[config.mk]
export PLATFORM = sky130hd
export DESIGN_NAME = ring_buffer_dma_segmenter_unit_flat
export DESIGN_NICKNAME = d
export VERILOG_FILES = /design/src/rtl/core/rbds_pkg.sv /design/src/rtl/core/rbds_channels.sv /design/src/rtl/core/rbds_alu.sv /design/src/rtl/core/rbds_seq.sv /design/src/rtl/core/ring_buffer_dma_segmenter_unit.sv /design/src/flat_wrapper.sv
export SDC_FILE = /design/constraint.sdc
export NUM_CORES = 1
export LEC_CHECK = 0
export BUFFER_PORTS_ARGS = -buffer_cell sky130_fd_sc_hd__buf_4
export CAP_MARGIN = 20
export CORE_ASPECT_RATIO = 1.2
export CORE_MARGIN = 1
export CORE_UTILIZATION = 30
export CTS_CLUSTER_DIAMETER = 30
export DETAILED_ROUTE_END_ITERATION = 10
export GPL_TIMING_DRIVEN = 0
export HOLD_SLACK_MARGIN = 0.06
export MAX_ROUTING_LAYER = met4
export PLACE_DENSITY_LB_ADDON = 0.2
export SETUP_SLACK_MARGIN = 0.05
export SLEW_MARGIN = 20
export SYNTH_ARGS = -nofsm -noshare
export SYNTH_HDL_FRONTEND = slang
export SYNTH_SLANG_ARGS = --single-unit
[constraint.sdc]
create_clock -name clk -period 12.15 [get_ports clk]
set_clock_uncertainty 0.05 [all_clocks]
set_input_delay 0.6075 -clock clk [delete_from_list [all_inputs] [get_ports clk]]
set_output_delay 0.6075 -clock clk [all_outputs]
set_load 0.1 [all_outputs]
[src/rtl/core/rbds_pkg.sv]
// ----------------------------------------------------------------------------
// rbds_pkg
// Shared widths, codes, reset values and types of the ring buffer DMA
// segmenter.
// ----------------------------------------------------------------------------
`default_nettype none

package rbds_pkg;

    localparam int HOST_W = 32;
    localparam int AUX_W  = 24;
    localparam int CNT_W  = 24;
    localparam int END_W  = 25;
    localparam int PTR_W  = END_W;
    localparam int ALU_W  = 33;
    localparam int IDX_W  = 4;

    localparam logic [AUX_W-1:0] RING_START_RST = 24'h00_0020;
    localparam logic [END_W-1:0] RING_END_RST   = 25'h000_4000;

    typedef enum logic [1:0] {
        MODE_WRITE = 2'd0,
        MODE_READ  = 2'd1,
        MODE_CLEAR = 2'd2,
        MODE_NONE  = 2'd3
    } mode_t;

    typedef enum logic [IDX_W-1:0] {
        REG_RING_START = 4'd0,
        REG_RING_END   = 4'd1
    } reg_idx_t;

    typedef enum logic [3:0] {
        ST_IDLE,
        ST_CAP,
        ST_AVAIL,
        ST_CHECK,
        ST_FIRST,
        ST_MIN,
        ST_REST,
        ST_ADV,
        ST_WRAP,
        ST_ADV2,
        ST_WRAP2,
        ST_FILL,
        ST_FREE,
        ST_EMIT1,
        ST_EMIT2
    } state_t;

    // Ring window as seen by the sequencer, plus the empty-ring request
    // raised by a register write.
    typedef struct packed {
        logic [AUX_W-1:0] start;
        logic [END_W-1:0] end_eff;
        logic             clear;
        logic [AUX_W-1:0] clear_start;
    } ring_cfg_t;

    typedef struct packed {
        logic [ALU_W-1:0] a;
        logic [ALU_W-1:0] b;
        logic             sub;
    } alu_ctl_t;

    typedef struct packed {
        logic [HOST_W-1:0] dma_host_address;
        logic [AUX_W-1:0]  dma_aux_address;
        logic [CNT_W-1:0]  segment_bytes;
        logic              to_aux;
        logic              issue_dma;
        logic              last;
        logic              overrun;
        logic [END_W-1:0]  bytes_used;
        logic [END_W-1:0]  bytes_free;
    } res_t;

endpackage

`default_nettype wire

[src/rtl/core/rbds_channels.sv]
// ----------------------------------------------------------------------------
// rbds channels
// Valid/ready channels of the segmenter: request, result and register write.
// ----------------------------------------------------------------------------
`default_nettype none

interface rbds_req_if;
    logic                       valid;
    logic                       ready;
    logic [1:0]                 mode;
    logic [rbds_pkg::HOST_W-1:0] host_address;
    logic [rbds_pkg::CNT_W-1:0]  byte_count;

    modport source (output valid, mode, host_address, byte_count, input ready);
    modport sink   (input valid, mode, host_address, byte_count, output ready);
endinterface

interface rbds_rsp_if;
    logic                        valid;
    logic                        ready;
    logic [rbds_pkg::HOST_W-1:0] dma_host_address;
    logic [rbds_pkg::AUX_W-1:0]  dma_aux_address;
    logic [rbds_pkg::CNT_W-1:0]  segment_bytes;
    logic                        to_aux;
    logic                        issue_dma;
    logic                        last;
    logic                        overrun;
    logic [rbds_pkg::END_W-1:0]  bytes_used;
    logic [rbds_pkg::END_W-1:0]  bytes_free;

    modport source (output valid, dma_host_address, dma_aux_address, segment_bytes,
                    to_aux, issue_dma, last, overrun, bytes_used, bytes_free,
                    input ready);
    modport sink   (input valid, dma_host_address, dma_aux_address, segment_bytes,
                    to_aux, issue_dma, last, overrun, bytes_used, bytes_free,
                    output ready);
endinterface

interface rbds_cfg_if;
    logic                       valid;
    logic                       ready;
    logic [rbds_pkg::IDX_W-1:0] index;
    logic [rbds_pkg::END_W-1:0] data;

    modport source (output valid, index, data, input ready);
    modport sink   (input valid, index, data, output ready);
endinterface

`default_nettype wire

[src/rtl/core/rbds_alu.sv]
// ----------------------------------------------------------------------------
// rbds_alu
// The one shared adder/subtractor of the segmenter, with a borrow flag that
// serves every compare of the sequence.
// ----------------------------------------------------------------------------
`default_nettype none

module rbds_alu (
    input  rbds_pkg::alu_ctl_t         ctl,
    output logic [rbds_pkg::ALU_W-1:0] res,
    output logic                       neg
);
    import rbds_pkg::*;

    logic [ALU_W:0] wide;

    always_comb
    begin
        if (ctl.sub)
        begin
            wide = {1'b0, ctl.a} - {1'b0, ctl.b};
        end
        else
        begin
            wide = {1'b0, ctl.a} + {1'b0, ctl.b};
        end
    end

    assign res = wide[ALU_W-1:0];
    // Operands stay below 2^ALU_W, so the top bit is the borrow of a subtract.
    assign neg = ctl.sub & wide[ALU_W];

endmodule

`default_nettype wire

[src/rtl/core/rbds_seq.sv]
// ----------------------------------------------------------------------------
// rbds_seq
// Sequencer of the segmenter: steps one request through the shared adder,
// keeps the pointers and fill count, and holds the result register.
// ----------------------------------------------------------------------------
`default_nettype none

module rbds_seq (
    input  wire                 clk,
    input  wire                 rst_n,
    input  rbds_pkg::ring_cfg_t ring,
    rbds_req_if.sink            req,
    rbds_rsp_if.source          rsp
);
    import rbds_pkg::*;

    state_t             state_reg, state_next;
    logic [1:0]         mode_reg;
    logic [HOST_W-1:0]  host_reg, host2_reg;
    logic [CNT_W-1:0]   count_reg;
    logic [PTR_W-1:0]   end_reg, cap_reg, avail_reg, first_reg, rest_reg;
    logic [PTR_W-1:0]   aux0_reg, ptr_new_reg, free_reg;
    logic [PTR_W-1:0]   fill_reg, rd_ptr_reg, wr_ptr_reg;
    logic               dma_reg, overrun_reg;
    res_t               out_reg;
    logic               out_valid_reg;

    alu_ctl_t           alu;
    logic [ALU_W-1:0]   alu_res;
    logic               alu_neg;
    logic [PTR_W-1:0]   alu_low;
    logic               writing;
    logic               slot_free;
    logic               load_out;
    logic [PTR_W-1:0]   cur_ptr;
    logic [PTR_W-1:0]   start_ext;
    logic [PTR_W-1:0]   count_ext;
    res_t               res_next;

    rbds_alu u_alu (
        .ctl (alu),
        .res (alu_res),
        .neg (alu_neg)
    );

    assign alu_low   = alu_res[PTR_W-1:0];
    assign writing   = (mode_reg == MODE_WRITE);
    assign cur_ptr   = writing ? wr_ptr_reg : rd_ptr_reg;
    assign start_ext = PTR_W'(ring.start);
    assign count_ext = PTR_W'(count_reg);
    assign slot_free = !out_valid_reg || rsp.ready;

    // Next state.
    always_comb
    begin
        state_next = state_reg;
        unique case (state_reg)
            ST_IDLE:
            begin
                if (req.valid)
                begin
                    state_next = ST_CAP;
                end
            end
            ST_CAP:
            begin
                if (mode_reg == MODE_CLEAR || mode_reg == MODE_NONE || count_reg == '0)
                begin
                    state_next = ST_FREE;
                end
                else
                begin
                    state_next = ST_AVAIL;
                end
            end
            ST_AVAIL: state_next = ST_CHECK;
            ST_CHECK: state_next = alu_neg ? ST_FREE : ST_FIRST;
            ST_FIRST: state_next = ST_MIN;
            ST_MIN:   state_next = ST_REST;
            ST_REST:  state_next = ST_ADV;
            ST_ADV:   state_next = ST_WRAP;
            ST_WRAP:  state_next = (rest_reg != '0) ? ST_ADV2 : ST_FILL;
            ST_ADV2:  state_next = ST_WRAP2;
            ST_WRAP2: state_next = ST_FILL;
            ST_FILL:  state_next = ST_FREE;
            ST_FREE:  state_next = ST_EMIT1;
            ST_EMIT1:
            begin
                if (slot_free)
                begin
                    state_next = (dma_reg && rest_reg != '0) ? ST_EMIT2 : ST_IDLE;
                end
            end
            ST_EMIT2:
            begin
                if (slot_free)
                begin
                    state_next = ST_IDLE;
                end
            end
            default: state_next = ST_IDLE;
        endcase
    end

    // Operand selection for the shared adder and handshake outputs.
    always_comb
    begin
        alu.a     = '0;
        alu.b     = '0;
        alu.sub   = 1'b1;
        req.ready = 1'b0;
        load_out  = 1'b0;
        unique case (state_reg)
            ST_IDLE:  req.ready = 1'b1;
            ST_CAP:
            begin
                alu.a = ALU_W'(ring.end_eff);
                alu.b = ALU_W'(ring.start);
            end
            ST_AVAIL:
            begin
                alu.a = ALU_W'(cap_reg);
                alu.b = ALU_W'(fill_reg);
            end
            ST_CHECK:
            begin
                alu.a = writing ? ALU_W'(avail_reg) : ALU_W'(fill_reg);
                alu.b = ALU_W'(count_reg);
            end
            ST_FIRST:
            begin
                alu.a = ALU_W'(end_reg);
                alu.b = ALU_W'(cur_ptr);
            end
            ST_MIN:
            begin
                alu.a = ALU_W'(first_reg);
                alu.b = ALU_W'(count_reg);
            end
            ST_REST:
            begin
                alu.a = ALU_W'(count_reg);
                alu.b = ALU_W'(first_reg);
            end
            ST_ADV:
            begin
                alu.a   = ALU_W'(aux0_reg);
                alu.b   = ALU_W'(first_reg);
                alu.sub = 1'b0;
            end
            ST_WRAP, ST_WRAP2:
            begin
                alu.a = ALU_W'(ptr_new_reg);
                alu.b = ALU_W'(end_reg);
            end
            ST_ADV2:
            begin
                alu.a   = ALU_W'(ring.start);
                alu.b   = ALU_W'(rest_reg);
                alu.sub = 1'b0;
            end
            ST_FILL:
            begin
                alu.a   = ALU_W'(fill_reg);
                alu.b   = ALU_W'(count_reg);
                alu.sub = !writing;
            end
            ST_FREE:
            begin
                alu.a = ALU_W'(cap_reg);
                alu.b = ALU_W'(fill_reg);
            end
            ST_EMIT1:
            begin
                // Host address of a second segment, ready before it is needed.
                alu.a    = ALU_W'(host_reg);
                alu.b    = ALU_W'(first_reg);
                alu.sub  = 1'b0;
                load_out = slot_free;
            end
            ST_EMIT2: load_out = slot_free;
            default:
            begin
                alu.a = '0;
            end
        endcase
    end

    always_comb
    begin
        res_next.to_aux     = writing;
        res_next.bytes_used = fill_reg;
        res_next.bytes_free = free_reg;
        if (state_reg == ST_EMIT2)
        begin
            res_next.dma_host_address = host2_reg;
            res_next.dma_aux_address  = ring.start;
            res_next.segment_bytes    = rest_reg[CNT_W-1:0];
            res_next.issue_dma        = 1'b1;
            res_next.last             = 1'b1;
            res_next.overrun          = 1'b0;
        end
        else if (dma_reg)
        begin
            res_next.dma_host_address = host_reg;
            res_next.dma_aux_address  = aux0_reg[AUX_W-1:0];
            res_next.segment_bytes    = first_reg[CNT_W-1:0];
            res_next.issue_dma        = 1'b1;
            res_next.last             = (rest_reg == '0);
            res_next.overrun          = 1'b0;
        end
        else
        begin
            res_next.dma_host_address = '0;
            res_next.dma_aux_address  = '0;
            res_next.segment_bytes    = '0;
            res_next.issue_dma        = 1'b0;
            res_next.last             = 1'b1;
            res_next.overrun          = overrun_reg;
        end
    end

    // Control state and ring state.
    always_ff @(posedge clk or negedge rst_n)
    begin
        if (!rst_n)
        begin
            state_reg     <= ST_IDLE;
            fill_reg      <= '0;
            rd_ptr_reg    <= PTR_W'(RING_START_RST);
            wr_ptr_reg    <= PTR_W'(RING_START_RST);
            dma_reg       <= 1'b0;
            overrun_reg   <= 1'b0;
            out_valid_reg <= 1'b0;
        end
        else
        begin
            state_reg <= state_next;

            if (load_out)
            begin
                out_valid_reg <= 1'b1;
            end
            else if (rsp.ready)
            begin
                out_valid_reg <= 1'b0;
            end

            if (state_reg == ST_IDLE && req.valid)
            begin
                dma_reg     <= 1'b0;
                overrun_reg <= 1'b0;
            end
            if (state_reg == ST_CHECK)
            begin
                overrun_reg <= alu_neg;
                dma_reg     <= !alu_neg;
            end

            if (ring.clear)
            begin
                fill_reg   <= '0;
                rd_ptr_reg <= PTR_W'(ring.clear_start);
                wr_ptr_reg <= PTR_W'(ring.clear_start);
            end
            else if (state_reg == ST_CAP && mode_reg == MODE_CLEAR)
            begin
                fill_reg   <= '0;
                rd_ptr_reg <= start_ext;
                wr_ptr_reg <= start_ext;
            end
            else if (state_reg == ST_FILL)
            begin
                fill_reg <= alu_low;
                if (writing)
                begin
                    wr_ptr_reg <= ptr_new_reg;
                end
                else
                begin
                    rd_ptr_reg <= ptr_new_reg;
                end
            end
        end
    end

    // Working registers of the sequence.
    always_ff @(posedge clk)
    begin
        if (state_reg == ST_IDLE && req.valid)
        begin
            mode_reg  <= req.mode;
            host_reg  <= req.host_address;
            count_reg <= req.byte_count;
        end
        unique case (state_reg)
            ST_CAP:
            begin
                cap_reg <= alu_neg ? '0 : alu_low;
                end_reg <= alu_neg ? start_ext : ring.end_eff;
            end
            ST_AVAIL: avail_reg <= alu_neg ? '0 : alu_low;
            ST_FIRST:
            begin
                first_reg <= alu_low;
                aux0_reg  <= cur_ptr;
            end
            ST_MIN:
            begin
                if (!alu_neg)
                begin
                    first_reg <= count_ext;
                end
            end
            ST_REST:  rest_reg <= alu_low;
            ST_ADV, ST_ADV2: ptr_new_reg <= alu_low;
            ST_WRAP, ST_WRAP2:
            begin
                if (!alu_neg)
                begin
                    ptr_new_reg <= start_ext;
                end
            end
            ST_FREE:  free_reg <= alu_neg ? '0 : alu_low;
            ST_EMIT1: host2_reg <= alu_res[HOST_W-1:0];
            default:
            begin
            end
        endcase
        if (load_out)
        begin
            out_reg <= res_next;
        end
    end

    assign rsp.valid            = out_valid_reg;
    assign rsp.dma_host_address = out_reg.dma_host_address;
    assign rsp.dma_aux_address  = out_reg.dma_aux_address;
    assign rsp.segment_bytes    = out_reg.segment_bytes;
    assign rsp.to_aux           = out_reg.to_aux;
    assign rsp.issue_dma        = out_reg.issue_dma;
    assign rsp.last             = out_reg.last;
    assign rsp.overrun          = out_reg.overrun;
    assign rsp.bytes_used       = out_reg.bytes_used;
    assign rsp.bytes_free       = out_reg.bytes_free;

endmodule

`default_nettype wire

[src/rtl/core/ring_buffer_dma_segmenter_unit.sv]
// ----------------------------------------------------------------------------
// ring_buffer_dma_segmenter_unit
// Byte ring in an auxiliary memory window, split into DMA segment commands.
// ----------------------------------------------------------------------------
// Usage: a request word on req (mode, host_address, byte_count) writes into,
// reads from or empties the ring. Each request gives one or two words on rsp:
// a DMA command per segment, split where the window wraps, or one status word
// for an empty request, a reset request or a refused request (overrun). Every
// word carries the fill count and free space after the request.
// The cfg channel writes ring_start (index 0) or ring_end (index 1); either
// write empties the ring. It is always ready and should only be used while
// the block is idle.
// Timing: each request steps through one shared adder, one operation a cycle,
// and its result words are registered; the second segment of a split request
// follows the first. req.ready is high only between requests, so a new
// request is taken only once the last one is through. A stalled receiver
// holds the result word and halts the sequence there.
// Reset empties the ring with ring_start 0x20 and ring_end 0x4000.
// ----------------------------------------------------------------------------
`default_nettype none

module ring_buffer_dma_segmenter_unit #(
    parameter int AUX_ADDR_BITS = 24
) (
    input  wire         clk,
    input  wire         rst_n,
    rbds_req_if.sink    req,
    rbds_rsp_if.source  rsp,
    rbds_cfg_if.sink    cfg
);
    import rbds_pkg::*;

    localparam logic [ALU_W:0] AUX_LIMIT = (ALU_W + 1)'(1) << AUX_ADDR_BITS;

    logic [AUX_W-1:0] start_reg;
    logic [END_W-1:0] end_reg;
    logic             cfg_we;
    logic             hit_start;
    logic             hit_end;
    ring_cfg_t        ring;

    assign cfg.ready = 1'b1;
    assign cfg_we    = cfg.valid && cfg.ready;
    assign hit_start = (cfg.index == REG_RING_START);
    assign hit_end   = (cfg.index == REG_RING_END);

    always_ff @(posedge clk or negedge rst_n)
    begin
        if (!rst_n)
        begin
            start_reg <= RING_START_RST;
            end_reg   <= RING_END_RST;
        end
        else if (cfg_we)
        begin
            if (hit_start)
            begin
                start_reg <= cfg.data[AUX_W-1:0];
            end
            if (hit_end)
            begin
                end_reg <= cfg.data;
            end
        end
    end

    // The end address cannot lie beyond the auxiliary address space.
    always_comb
    begin
        ring.start       = start_reg;
        ring.end_eff     = ((ALU_W + 1)'(end_reg) > AUX_LIMIT) ? AUX_LIMIT[END_W-1:0]
                                                               : end_reg;
        ring.clear       = cfg_we && (hit_start || hit_end);
        ring.clear_start = hit_start ? cfg.data[AUX_W-1:0] : start_reg;
    end

    rbds_seq u_seq (
        .clk   (clk),
        .rst_n (rst_n),
        .ring  (ring),
        .req   (req),
        .rsp   (rsp)
    );

    a_one_request_at_a_time : assert property (
        @(posedge clk) disable iff (!rst_n)
        (req.valid && req.ready) |=> !req.ready
    ) else $error("request accepted while another is in progress");

    a_split_only_on_dma : assert property (
        @(posedge clk) disable iff (!rst_n)
        (rsp.valid && !rsp.last) |-> rsp.issue_dma
    ) else $error("non-final result word that is not a DMA command");

    a_overrun_is_status : assert property (
        @(posedge clk) disable iff (!rst_n)
        (rsp.valid && rsp.overrun) |-> (!rsp.issue_dma && rsp.last)
    ) else $error("refused request issued a DMA command");

    a_second_segment_at_start : assert property (
        @(posedge clk) disable iff (!rst_n)
        (rsp.valid && rsp.ready && !rsp.last) |=>
            (rsp.valid && rsp.issue_dma && rsp.dma_aux_address == start_reg)
    ) else $error("wrapped segment does not begin at the ring start");

endmodule

`default_nettype wire

[src/flat_wrapper.sv]
// flat-port wrapper written by rule: the top's interface ports become plain ports
module ring_buffer_dma_segmenter_unit_flat import rbds_pkg::*;
#(
    parameter int AUX_ADDR_BITS = 24
)
  (clk, rst_n, req_valid, req_mode, req_host_address, req_byte_count, req_ready, rsp_valid, rsp_dma_host_address, rsp_dma_aux_address, rsp_segment_bytes, rsp_to_aux, rsp_issue_dma, rsp_last, rsp_overrun, rsp_bytes_used, rsp_bytes_free, rsp_ready, cfg_valid, cfg_index, cfg_data, cfg_ready);
  rbds_req_if req_i ();
  rbds_rsp_if rsp_i ();
  rbds_cfg_if cfg_i ();
  input  wire clk;
  input  wire rst_n;
  input wire logic [$bits(req_i.valid)-1:0] req_valid;
  input wire logic [$bits(req_i.mode)-1:0] req_mode;
  input wire logic [$bits(req_i.host_address)-1:0] req_host_address;
  input wire logic [$bits(req_i.byte_count)-1:0] req_byte_count;
  output wire logic [$bits(req_i.ready)-1:0] req_ready;
  output wire logic [$bits(rsp_i.valid)-1:0] rsp_valid;
  output wire logic [$bits(rsp_i.dma_host_address)-1:0] rsp_dma_host_address;
  output wire logic [$bits(rsp_i.dma_aux_address)-1:0] rsp_dma_aux_address;
  output wire logic [$bits(rsp_i.segment_bytes)-1:0] rsp_segment_bytes;
  output wire logic [$bits(rsp_i.to_aux)-1:0] rsp_to_aux;
  output wire logic [$bits(rsp_i.issue_dma)-1:0] rsp_issue_dma;
  output wire logic [$bits(rsp_i.last)-1:0] rsp_last;
  output wire logic [$bits(rsp_i.overrun)-1:0] rsp_overrun;
  output wire logic [$bits(rsp_i.bytes_used)-1:0] rsp_bytes_used;
  output wire logic [$bits(rsp_i.bytes_free)-1:0] rsp_bytes_free;
  input wire logic [$bits(rsp_i.ready)-1:0] rsp_ready;
  input wire logic [$bits(cfg_i.valid)-1:0] cfg_valid;
  input wire logic [$bits(cfg_i.index)-1:0] cfg_index;
  input wire logic [$bits(cfg_i.data)-1:0] cfg_data;
  output wire logic [$bits(cfg_i.ready)-1:0] cfg_ready;
  assign req_i.valid = req_valid;
  assign req_i.mode = req_mode;
  assign req_i.host_address = req_host_address;
  assign req_i.byte_count = req_byte_count;
  assign req_ready = req_i.ready;
  assign rsp_valid = rsp_i.valid;
  assign rsp_dma_host_address = rsp_i.dma_host_address;
  assign rsp_dma_aux_address = rsp_i.dma_aux_address;
  assign rsp_segment_bytes = rsp_i.segment_bytes;
  assign rsp_to_aux = rsp_i.to_aux;
  assign rsp_issue_dma = rsp_i.issue_dma;
  assign rsp_last = rsp_i.last;
  assign rsp_overrun = rsp_i.overrun;
  assign rsp_bytes_used = rsp_i.bytes_used;
  assign rsp_bytes_free = rsp_i.bytes_free;
  assign rsp_i.ready = rsp_ready;
  assign cfg_i.valid = cfg_valid;
  assign cfg_i.index = cfg_index;
  assign cfg_i.data = cfg_data;
  assign cfg_ready = cfg_i.ready;
  ring_buffer_dma_segmenter_unit #(.AUX_ADDR_BITS(AUX_ADDR_BITS)) u_core (.clk(clk), .rst_n(rst_n), .req(req_i), .rsp(rsp_i), .cfg(cfg_i));
endmodule
==> flow_metrics.tcl <==
set metrics [dict create \
    synth_edf_count 424 \
    num_rows 119 \
    dieArea_mm2 0.0902 \
    fin_nets 3074 \
    violations "design-rule violations" \
    path_common_cell "clkbuf_1" \
    slew_headroom_pct 19.9 \
    cap_violations 0 \
    start_util_pct 30.3 \
    port-buffer-count 227 \
    synth.top_cell.area_share_pct 47.7 \
    cp-end-kind "flop" \
    worstHoldStart "cfg_data[24]" \
    outcome "finished with violations" \
    dr.first_iter.drc_count 2834 \
    setup.worst_path.start_class "flop" \
    rsz0062_at_grt "false" \
    grt_max_degree 89 \
    ys_warn_count 0 \
    r2r_slack_ps 3910 \
    grt_pass1_wl_mm 169 \
    setup_viol_count_final 0 \
    ff_latch_area_mm2 0.0160 \
    multiInputGateArea_mm2 0.00976 \
    syn_area_mm2 0.0267 \
    stdcell_area_mm2 0.0350 \
    reg2reg_from "u_core.u_seq.state_reg[2]" \
    synth.cells.most_frequent "514 x nand2_1, 424 x edfxtp_1, 188 x a21oi_1, 179 x nor2_1, 176 x o21ai_0" \
    area_delta_synth_final_pct 31.1 \
    cp_top_family "buffers and inverters" \
    critPathKind "flop to flop" \
    cts_max_level 3 \
    cts_resized 0 \
    gp_congestion 0.994 \
    grt_pass1_vias 22400 \
    path_buf_inv 7 \
    holdPathEnd "u_core.end_reg[24]" \
    reg2reg_depth 21 \
    fmaxAchievable_mhz 121 \
    ys.flop_type "edfxtp_1" \
    cts.clk_slew.worst_paths_ps 50 \
    ant_nets 0 \
    placed_cell_area_mm2 0.0302 \
    ios 229 \
    worstMarginPinSlew_ps 1190 \
    post_drt_wl_per_cell_um 29.3 \
    holdCritPathClass "input pin to flop" \
    async_flop_share_pct 23.6 \
    vias_per_cell 5.53 \
    core_mm2 0.0880 \
    min_period_over_period_pct 67.8 \
    cts_tree "done" \
    yosysSeqAreaShare_pct 60.0 \
    cts_buffers 118 \
    final-max-slew-violation-count 0 \
    required_ps 12490 \
    ys_ff_latch 555 \
    yosysTopAreaCell "edfxtp_1" \
    drive_above_1_share_pct 18.7 \
    syn_area_per_cell_um2 10.7 \
    worstPathArrival_ps 8580 \
    clk_path_buf_depth 3 \
    yosysMostFrequentCell "nand2_1" \
    grt_use_total_pct 27.6 \
    r2r_end "u_core.u_seq.host2_reg[23]" \
    syn_inst 2505 \
    die_w_um 274 \
    cts.sinks 555 \
    synth_fp_nets 2649 \
    die_y_um 329 \
    antenna_found_initial 3 \
    synth_cell_types 81 \
    grt_overflow 0 \
    yosys-top-cells-area "edfxtp_1 48%, dfrtp_1 12%, nand2_1 7.2%" \
    crit_chain "buf_1 -> nand2b_1 -> clkbuf_1 -> nor3_2 -> buf_4 -> clkbuf_1 -> buf_2 -> a22oi_1 -> nand4_1 -> a211oi_1 -> nand2_1 -> ha_1 -> clkbuf_1 -> nor4_1 -> nand4_1 -> a211oi_1 -> nor3_2 -> a311oi_1 -> nor3_1 -> xnor2_1 -> inv_1" \
    drc 24 \
    finalHoldViolations 0 \
    slowest_stage "nor4_1" \
    routed_wirelength_mm 123 \
    root_buffer "clkbuf_16" \
    fin_crit_ps 8240 \
    critPathMaxFanout 34 \
    num_vias 23100 \
    critical_path.max_stage_delay_ps 960 \
    first_pass_iters 11 \
    min_path_cells 2 \
    clock_latency_ps 710 \
    num-fill-cells 8519 \
    post-dp-hpwl_mm 95.9 \
]
-- through the flow --
step,hold WS [ps],util (%),TNS [ps],setup slack [ps],cells
4_1_cts,61.3,39.8,0,4210,4182
5_1_grt,83.6,39.8,0,3770,4184
3_3_place_gp,354,33.9,-7820,-315,3881
3_5_place_dp,357,34.3,0,4270,3900
2_1_floorplan,262,-,0,4690,2505
6_report,78.7,39.8,0,3910,4185
-- cell type report --
type	count	share of cell area, %
Antenna cell	3	0.0214
Buffer	169	1.95
Clock buffer	142	8.87
Clock inverter	81	3.15
Inverter	83	0.897
Multi-Input combinational cell	1698	27.9
Sequential cell	555	45.7
Tap cell	1149	4.11
Timing Repair Buffer	305	7.38
-- per-layer routing --
metal	track usage, %	wire length, um
met5	-	0
met4	9.17	3770
met3	3.80	8350
met2	44.2	59000
met1	35.9	51500
-- repair_timing --
item                                   4_1_cts  5_1_grt
hold buffers                                59        0
setup buffers                                0        0
endpoints found under the hold margin      101        0
-- logic make-up after synthesis --
| group | after synthesis | synth area share [%] |
|---|---|---|
| compound gates | 672 | 16.4 |
| buf+inv | 252 | 3.68 |
| xor+xnor | 22 | 0.722 |
| fa+ha+maj | 52 | 2.49 |
| flops | 555 | 60.0 |
| mux | 62 | 2.58 |
| simple gates | 889 | 14.1 |
| other cells | 1 | 0.0140 |
-- how the worst max path moves through the flow --
stage / start / end / slack [ps] / cells after the start
floorplan: u_core.u_seq.state_reg[1] / u_core.u_seq.ptr_new_reg[0] / 4690 / 17
global placement: u_core.u_seq.state_reg[0] / u_core.u_seq.ptr_new_reg[23] / -320 / 13
detailed placement: u_core.u_seq.state_reg[2] / u_core.u_seq.free_reg[23] / 4270 / 21
CTS: u_core.u_seq.state_reg[2] / u_core.u_seq.host2_reg[23] / 4210 / 21
global route: u_core.u_seq.state_reg[2] / u_core.u_seq.rest_reg[23] / 3770 / 21
finish: u_core.u_seq.state_reg[2] / u_core.u_seq.host2_reg[23] / 3910 / 21
-- cell usage in the layout (no fill, tap or decap), types with 8 or more instances in the layout --
| master | instances |
|---|---|
| a22oi_1 | 87 |
| or2_2 | 9 |
| and3_1 | 9 |
| nand4_1 | 32 |
| mux2i_1 | 8 |
| nor4_1 | 21 |
| buf_2 | 20 |
| buf_1 | 18 |
| inv_6 | 13 |
| dlygate4sd3_1 | 59 |
| nand2b_1 | 8 |
| xnor2_1 | 15 |
| edfxtp_1 | 424 |
| o211ai_1 | 11 |
| dfrtp_1 | 127 |
| a221o_1 | 25 |
| a222oi_1 | 29 |
| clkbuf_1 | 143 |
| mux2_2 | 54 |
| a211oi_1 | 33 |
| nor2_1 | 178 |
| nand2_1 | 514 |
| a22o_1 | 31 |
| a221oi_1 | 9 |
| a21oi_1 | 187 |
| ha_1 | 50 |
| nand3_1 | 50 |
| bufinv_16 | 18 |
| nor2b_1 | 15 |
| inv_1 | 82 |
| nor3_1 | 23 |
| o21ai_0 | 175 |
| and2_1 | 8 |
| clkinv_2 | 12 |
| clkbuf_16 | 119 |
| a31oi_1 | 10 |
| clkinv_4 | 12 |
| buf_4 | 234 |
| clkinvlp_4 | 12 |
Power is not shown: default switching activity piles up to over one toggle a cycle in this logic, so the estimate is an artifact.
